### src/hw/rtl/qdd_pkg.sv
`timescale 1ns / 1ps
// ----------------------------------------------------------------------------
// qdd_pkg: shared types and constants of the quadrature decoder
// Widths, register indexes, action codes and the item and result records.
// ----------------------------------------------------------------------------
package qdd_pkg;

  localparam int COUNT_BITS = 16;
  localparam int POS_BITS   = 16;
  localparam int TIME_BITS  = 32;
  localparam int LIMIT_BITS = 15;
  localparam int CFG_BITS   = 15;
  localparam int MAG_BITS   = POS_BITS + 1;

  localparam logic [LIMIT_BITS-1:0] LIMIT_RESET = LIMIT_BITS'(2000);

  typedef enum logic {
    CFG_INVERT = 1'b0,
    CFG_LIMIT  = 1'b1
  } cfg_index_t;

  typedef enum logic {
    ACT_SAMPLE  = 1'b0,
    ACT_MEASURE = 1'b1
  } action_t;

  typedef struct packed {
    action_t                action;
    logic                   chan_a;
    logic                   chan_b;
    logic [TIME_BITS-1:0]   now_time;
  } item_t;

  typedef struct packed {
    logic [POS_BITS-1:0]         position;
    logic signed [POS_BITS-1:0]  delta;
    logic [TIME_BITS-1:0]        elapsed;
    logic                        delta_valid;
    logic                        implausible;
  } result_t;

endpackage

### src/hw/rtl/qdd_core.sv
`timescale 1ns / 1ps
// ----------------------------------------------------------------------------
// qdd_core: x4 edge counter and measurement state
// Steps the count on single-channel edges and forms delta and elapsed time
// on measure requests; state advances on each step enable.
// ----------------------------------------------------------------------------
module qdd_core (
  input  logic                            clk,
  input  logic                            rst,
  input  logic                            step_en,
  input  qdd_pkg::item_t                  item,
  input  logic                            invert_direction,
  input  logic [qdd_pkg::LIMIT_BITS-1:0]  plausible_limit,
  output qdd_pkg::result_t                result
);

  logic [qdd_pkg::COUNT_BITS-1:0] counter, counter_next;
  logic [qdd_pkg::COUNT_BITS-1:0] last_count;
  logic [qdd_pkg::TIME_BITS-1:0]  last_time;
  logic                           prev_a, prev_b, primed;

  logic                                  eff_a, a_edge, b_edge, up, step;
  logic [qdd_pkg::COUNT_BITS-1:0]        diff;
  logic signed [qdd_pkg::COUNT_BITS-1:0] sdiff;
  logic signed [qdd_pkg::POS_BITS-1:0]   delta16;
  logic [qdd_pkg::MAG_BITS-1:0]          mag;
  logic                                  is_sample, is_delta;

  assign is_sample = (item.action == qdd_pkg::ACT_SAMPLE);
  assign is_delta  = !is_sample && primed;

  assign eff_a  = item.chan_a ^ invert_direction;
  assign a_edge = item.chan_a != prev_a;
  assign b_edge = item.chan_b != prev_b;
  assign step   = a_edge ^ b_edge;
  assign up     = a_edge ? (eff_a != item.chan_b) : (item.chan_b == eff_a);

  always_comb begin
    counter_next = counter;
    if (is_sample && step) begin
      counter_next = up ? counter + 1'b1 : counter - 1'b1;
    end
  end

  assign diff    = counter - last_count;
  assign sdiff   = diff;
  assign delta16 = qdd_pkg::POS_BITS'(sdiff);
  assign mag     = delta16[qdd_pkg::POS_BITS-1]
                   ? qdd_pkg::MAG_BITS'(0) - {1'b1, delta16}
                   : {1'b0, delta16};

  always_comb begin
    result.position    = qdd_pkg::POS_BITS'(counter_next);
    result.delta       = is_delta ? delta16 : '0;
    result.elapsed     = is_delta ? item.now_time - last_time : '0;
    result.delta_valid = is_delta;
    result.implausible = is_delta &&
                         (mag > qdd_pkg::MAG_BITS'(plausible_limit));
  end

  always_ff @(posedge clk) begin
    if (rst) begin
      counter    <= '0;
      prev_a     <= 1'b0;
      prev_b     <= 1'b0;
      primed     <= 1'b0;
      last_count <= '0;
      last_time  <= '0;
    end else if (step_en) begin
      counter <= counter_next;
      if (is_sample) begin
        prev_a <= item.chan_a;
        prev_b <= item.chan_b;
      end else begin
        primed     <= 1'b1;
        last_count <= counter;
        last_time  <= item.now_time;
      end
    end
  end

endmodule

### src/hw/rtl/quadrature_decoder_with_delta.sv
`timescale 1ns / 1ps
// ----------------------------------------------------------------------------
// quadrature_decoder_with_delta: 4x quadrature counter with measured delta
// Counts encoder edges from pin samples and answers measure requests with
// the signed count change and elapsed time since the previous measurement.
//
//   channel  | signals                                   | direction
//   ---------+-------------------------------------------+----------
//   in       | in_valid, in_stall, action, chan_a,       | sink
//            | chan_b, now_time                          |
//   out      | out_valid, out_stall, position, delta,    | source
//            | elapsed, delta_valid, implausible         |
//   cfg      | cfg_we, cfg_index, cfg_data               | sink
//
// One item per cycle while in_stall is low; each item passes through the
// input register, then the result register, before its result is
// presented on out.
// Reset clears the count, the measurement state and both valid flags.
// A stall on out holds the result register and backs up into in_stall
// once the input register is also full.
// ----------------------------------------------------------------------------
module quadrature_decoder_with_delta (
  input  logic                               clk,
  input  logic                               rst,
  input  logic                               in_valid,
  output logic                               in_stall,
  input  logic                               action,
  input  logic                               chan_a,
  input  logic                               chan_b,
  input  logic [qdd_pkg::TIME_BITS-1:0]      now_time,
  output logic                               out_valid,
  input  logic                               out_stall,
  output logic [qdd_pkg::POS_BITS-1:0]       position,
  output logic signed [qdd_pkg::POS_BITS-1:0] delta,
  output logic [qdd_pkg::TIME_BITS-1:0]      elapsed,
  output logic                               delta_valid,
  output logic                               implausible,
  input  logic                               cfg_we,
  input  logic                               cfg_index,
  input  logic [qdd_pkg::CFG_BITS-1:0]       cfg_data
);

  logic                           invert_direction;
  logic [qdd_pkg::LIMIT_BITS-1:0] plausible_limit;

  logic             s1_valid;
  qdd_pkg::item_t   s1_item;
  logic             advance;
  logic             s1_move;
  qdd_pkg::result_t core_result;
  qdd_pkg::result_t out_result;

  assign advance  = !out_valid || !out_stall;
  assign s1_move  = s1_valid && advance;
  assign in_stall = s1_valid && !advance;

  always_ff @(posedge clk) begin
    if (rst) begin
      invert_direction <= 1'b0;
      plausible_limit  <= qdd_pkg::LIMIT_RESET;
    end else if (cfg_we) begin
      unique case (qdd_pkg::cfg_index_t'(cfg_index))
        qdd_pkg::CFG_INVERT: invert_direction <= cfg_data[0];
        qdd_pkg::CFG_LIMIT:  plausible_limit  <= cfg_data[qdd_pkg::LIMIT_BITS-1:0];
        default: ;
      endcase
    end
  end

  always_ff @(posedge clk) begin
    if (rst) begin
      s1_valid <= 1'b0;
    end else if (!in_stall) begin
      s1_valid <= in_valid;
    end
  end

  always_ff @(posedge clk) begin
    if (in_valid && !in_stall) begin
      s1_item.action   <= qdd_pkg::action_t'(action);
      s1_item.chan_a   <= chan_a;
      s1_item.chan_b   <= chan_b;
      s1_item.now_time <= now_time;
    end
  end

  qdd_core u_core (
    .clk              (clk),
    .rst              (rst),
    .step_en          (s1_move),
    .item             (s1_item),
    .invert_direction (invert_direction),
    .plausible_limit  (plausible_limit),
    .result           (core_result)
  );

  always_ff @(posedge clk) begin
    if (rst) begin
      out_valid <= 1'b0;
    end else if (advance) begin
      out_valid <= s1_valid;
    end
  end

  always_ff @(posedge clk) begin
    if (s1_move) begin
      out_result <= core_result;
    end
  end

  assign position    = out_result.position;
  assign delta       = out_result.delta;
  assign elapsed     = out_result.elapsed;
  assign delta_valid = out_result.delta_valid;
  assign implausible = out_result.implausible;

  a_reset_empty: assert property (@(posedge clk) rst |=> !out_valid && !s1_valid)
    else $error("pipeline not empty after reset");

  a_stall_needs_item: assert property (@(posedge clk) disable iff (rst)
    in_stall |-> s1_valid && out_valid)
    else $error("input stalled with room in the pipeline");

  a_flag_needs_delta: assert property (@(posedge clk) disable iff (rst)
    out_valid && implausible |-> delta_valid)
    else $error("implausible flag without a delta");

  a_sample_zero: assert property (@(posedge clk) disable iff (rst)
    out_valid && !delta_valid |-> delta == '0 && elapsed == '0)
    else $error("delta fields set without a delta");

endmodule
### config.mk
export PLATFORM = sky130hd
export DESIGN_NAME = quadrature_decoder_with_delta
export DESIGN_NICKNAME = d
export VERILOG_FILES = /design/src/hw/rtl/qdd_pkg.sv /design/src/hw/rtl/qdd_core.sv /design/src/hw/rtl/quadrature_decoder_with_delta.sv
export SDC_FILE = /design/constraint.sdc
export NUM_CORES = 1
export LEC_CHECK = 0
export ABC_AREA = 1
export BUFFER_PORTS_ARGS = -buffer_cell sky130_fd_sc_hd__buf_2
export CAP_MARGIN = 30
export CORE_UTILIZATION = 40
export DETAILED_ROUTE_END_ITERATION = 7
export PLACE_DENSITY = 0.58
export SLEW_MARGIN = 15
export SYNTH_ARGS = -nofsm -noshare
export SYNTH_HDL_FRONTEND = slang
export SYNTH_SLANG_ARGS = --single-unit
### constraint.sdc
create_clock -name clk -period 3.2 [get_ports clk]
set_input_delay 0.32 -clock clk [delete_from_list [all_inputs] [get_ports clk]]
set_output_delay 0.32 -clock clk [all_outputs]
set_load 0.03 [all_outputs]
Word level (Yosys, flattened, before mapping):

Cells that the tools add are included.

* bits in registers: 186
* input bits: 56
* output and inout port bits: 68

* equality and inequality tests: 4
* multiplexer cells: 4
* order comparisons: 1
* reductions and logical operators: 15
* add/subtract/negate cells: 5
* bitwise operators: 4

Operator list (number)
* 2-to-1 mux 16 bit: 2
* subtractor 32 bit: 1
* > comparator 17 x 15 -> 1 bit: 1
* 2-to-1 mux 17 bit: 1
* subtractor 1 x 17 -> 17 bit, first input constant: 1
* adder 16 x 1 -> 16 bit, second input constant: 1
* subtractor 16 x 1 -> 16 bit, second input constant: 1
* subtractor 16 bit: 1
* AND reduction 2 bit: 4
* logical AND 1 bit: 6
* logical NOT 1 bit: 4
* != test 1 bit: 3
* NOT 1 bit: 2
* bitwise XOR 1 bit: 2
* equality test 1 bit: 1
* logical OR 1 bit: 1
* 2-to-1 mux 1 bit: 1

Longest topological paths before layout:

* depth in word-level cells: 6
* gate-level depth with buffers: 25

Cells and area by module:

From an unflattened synthesis, not the netlist that was laid out.

* cell total of the unflattened synthesis: 1393
* area total of the unflattened synthesis: 10970.5 um^2

Modules (own cells, without submodules)
* qdd_core: cells an instance 1207, seq. area each 1341.3 um^2, times used 1, area each 7229.4 um^2
* quadrature_decoder_with_delta: cells an instance 186, seq. area each 3393.3 um^2, times used 1, area each 3741.1 um^2

Worst setup path after synthesis:

OpenSTA, ideal clock, no wires.

* path type: reg2reg
* from: register out_valid
* to: register out_result, in the netlist delta[0] (enable)
* cell stages (with the launch flop): 6
* data required time: 2744 ps
* slack: -258 ps
* data arrival time: 3002 ps
* buffers on the path: 2
* library setup time: 456 ps
* cells stage by stage: dfxtp_1 -> nand2_1 -> inv_1 -> nor2_1 -> clkbuf_1 -> clkbuf_1

* longest elaborated chain between the ends: 3

RTL lines
* from (decl): RTL line quadrature_decoder_with_delta.sv:31 `output logic out_valid,`
* from (signal assigned): RTL line quadrature_decoder_with_delta.sv:101 `out_valid <= s1_valid;`
* logical NOT 1 bit: RTL line quadrature_decoder_with_delta.sv:53 `assign advance = !out_valid || !out_stall;`
* logical OR 1 bit: RTL line quadrature_decoder_with_delta.sv:53
* logical AND 1 bit: RTL line quadrature_decoder_with_delta.sv:54 `assign s1_move = s1_valid && advance;`
* via s1_move: RTL line quadrature_decoder_with_delta.sv:49 `logic s1_move;`
* to (signal assigned): RTL line quadrature_decoder_with_delta.sv:107 `out_result <= core_result;`
* to (decl): RTL line quadrature_decoder_with_delta.sv:51 `qdd_pkg::result_t out_result;`

The timed path passes the listed nets, and every way through them passes these cells.
A chain may end at the register's enable or synchronous reset.

==> impl_results.md <==
- DPL Wire Length: 19.7 mm
- WL per Instance: 13.9 um
- Worst slew pin tran: 842 ps
- Largest cells by area after synthesis: edfxtp_1 28%, dfxtp_1 16%, ha_1 8.9%
- Routed Antenna Nets: 0
- CTS tree: yes
- Bufs and invs on worst path: 4
- Drt total wl: 26.1 mm
- FF+latch count, synth: 186
- Core area: 0.0261 sq mm
- Fin crit period: 3390 ps
- Die H: 165 um
- Worst EP required: 3380 ps
- Synth area leader: edfxtp_1
- Pins Over Slew Limit: 0
- Pint: 4930 uW
- Share of the synthesized area in the top cell type: 28.5%
- Maxcap violations: 0
- Most frequent cells in the layout: 201 x nand2_1, 186 x inv_1, 153 x a21oi_1
- Ys Warns: 0
- Iter 0 DRT Violations: 508
- Clock-pin slew on the worst setup and hold paths: 80 ps
- Ant diodes: 0
- Placed insts: 1,834
- Pre-CTS setup slack: -231 ps
- Critical path, cell by cell: inv_4 -> ha_4 -> inv_4 -> fa_2 -> inv_2 -> ha_1 -> nand3_4 -> nor2_4 -> buf_4 -> nor2_1 -> xor2_1 -> ha_1 -> a21oi_2 -> nor2_1 -> nor2_1 -> nand3_1 -> a21oi_2 -> o21a_1 -> o21ai_1 -> nand2_1 -> a21oi_2
- Pin count of the biggest net entering global routing: 64
- Die W: 165 um
- H-tree levels: 4
- Sw power: 2690 uW
- Max Root-Sink Buffers: 2
- # hold bufs at CTS: 0
- Power Dens Cells: 579 mW/mm^2
- Hold Path Class: in -> reg
- Final worst slack: -188 ps
- Layout cells sized above 1: 21.2%
- Leading cell type in the layout, fill and taps excluded: nand2_1
- Final Hold Fails: 0
- Fmax: 295 MHz
- Part of the power in registers: 35.9%
- Crit end category: flip-flop
- Initial antenna violation count: 0
- Clock root buffer master: clkbuf_16
- Post-Synthesis Cells: 1,310
- Multi-input logic area: 0.00524 sq mm
- CP delay by family, top: adder cells
- Final setup fails: 1
- Clock sinks: 186
- RSZ-0062 raised after global routing: yes
- Slowest CP cell: fa_2
- Fin Clk Skew: 14.0 ps
- Synthesized cell area: 0.0106 sq mm
- Syn nets: 1,445
- Skew-Pair Late Insertion Delay: 440 ps
- Syn Area/Cell: 8.13 sq um
- Fillers: 2,531
- First-pass GRT wire length: 42.2 mm
- First-pass DRT Iterations: 5
- Starting Density: 40.9%
- Clk network pwr share: 29.0%
- Post-synth EDFFs: 101
- Leak Pwr: 0.00602 uW
- WS Path Type: reg -> reg
- Outcome: finished with violations
- Cts bufs inserted: 17
- TNS Setup: -188 ps
- Final worst-path cycle share: 106%
- VDD IR max: 0.366 mV
- Critical path peak fanout: 4
- Power Total: 7620 uW
- Reg area: 0.00474 sq mm
- Layout Nets: 1,662
- Total GRT Usage: 19.7%
- Site row count: 59
- Asr flop ratio synth: 0%
- PortBufs: 123
- Vias in the first global route: 8,635
- Critical path arrival: 3570 ps
- GP Congestion: 0.873
- CP max stage delay: 520 ps
- Final instance count without filler cells: 1,875
- Sequential area share after synthesis: 44.5%
- Area Overhead vs Synth: 23.7%
- Comb power frac: 35.2%
- # DRC: 0
- Die ar.: 0.0273 sq mm
- Leading register cell type out of synthesis: edfxtp_1
- Switching Fraction: 35.3%
- Rel. slew slack: 43.9%
- Io pins: 124
- Global route overflow: 0
- Distinct cell type count after synthesis: 48
- Failing checks: setup timing
- Vias: 9,145
- Critical Path Start Type: flip-flop
- DR vias/cell: 4.88
==> worst paths after layout <==
| kind | startpoint | endpoint | slack [ps] | depth (start not counted) |
|---|---|---|---|---|
| worst min-delay path | now_time[22] | s1_item[22]$_DFFE_PP_ | 50 | 1 |
| worst max-delay path | u_core.counter[0]$_SDFFE_PP0P_ | implausible$_DFFE_PP_ | -190 | 21 |
| worst min register to register | u_core.primed$_SDFFE_PP0P_ | u_core.primed$_SDFFE_PP0P_ | 450 | 2 |
| worst max register to register | u_core.counter[0]$_SDFFE_PP0P_ | implausible$_DFFE_PP_ | -190 | 21 |
==> synthesized netlist by cell type (all sizes together) (7+ instances only) <==
cell type and count:
edfxtp 101, a21oi 162, ha 76, nand4 15
o21a 14, dfxtp 85, clkbuf 31, nor3 11
o211ai 7, nor2 130, xor2 26, nand3 62
inv 191, nand2 217, o21ai 138
==> what timing repair did <==
| item | 4_1_cts | 5_1_grt |
|---|---|---|
| endpoints found under the setup margin | 1 | 4 |
| pin swaps | 22 | 3 |
| gates resized for setup | 17 | 15 |
| buffers inserted | 7 | 2 |
| hold endpoints to repair | 0 | 0 |
==> cell type report <==
cell class / instances / area share (%)
sequential: 186 / 36.0
tap: 335 / 3.18
clock inverter: 14 / 1.28
timing repair buffer: 232 / 10.9
multi-input combinational: 899 / 39.8
clock buffer: 18 / 3.34
inverter: 191 / 5.48
==> metal layers <==
layer	up-vias	wire, um	track usage, %
met3	22	870	2.65
met1	4123	13600	28.1
met4	0	308	4.67
met5	-	0	0
li1	4837	-	-
met2	163	11400	31.5
==> metrics by stage <==
| step | hold WS (ps) | cell area [sq um] | util, % |
|---|---|---|---|
| CTS | 29.5 | 13100 | 50.3 |
| global placement | 438 | 12300 | 47.4 |
| floorplan | 419 | 10700 | - |
| finish | 54.3 | 13200 | 50.5 |
| detailed placement | 440 | 12300 | 47.4 |
| global route | 26.8 | 13200 | 50.5 |
==> state kept, by name, summed over array words and instances, names as in the netlist, 15 cells and up <==
name,flops
u_core.last_time,32
elapsed,32
delta,16
plausible_limit,15
u_core.last_count,16
u_core.counter,16
position,16
s1_item,35
==> power groups by stage <==
| stage | Sequential, uW | Combinational [uW] | Clock (uW) |
|---|---|---|---|
| 2_1_floorplan | 2880 | 1550 | 0 |
| 3_3_place_gp | 2780 | 2440 | 0 |
| 3_5_place_dp | 2780 | 2480 | 0 |
| 4_1_cts | 2730 | 2600 | 2260 |
| 5_1_grt | 2750 | 3010 | 2360 |
| 6_report | 2730 | 2680 | 2210 |
==> cells by family after synthesis <==
family,after synthesis,share of synthesized area [%]
and+or+nand+nor,444,17.7
AOI/OAI and AO/OA,345,17.6
buffers and inverters,225,8.03
DFF,186,44.5
adders and majority gates,79,9.50
xor gates and xnor gates,31,2.69
Power figures use the tool's default switching activity.
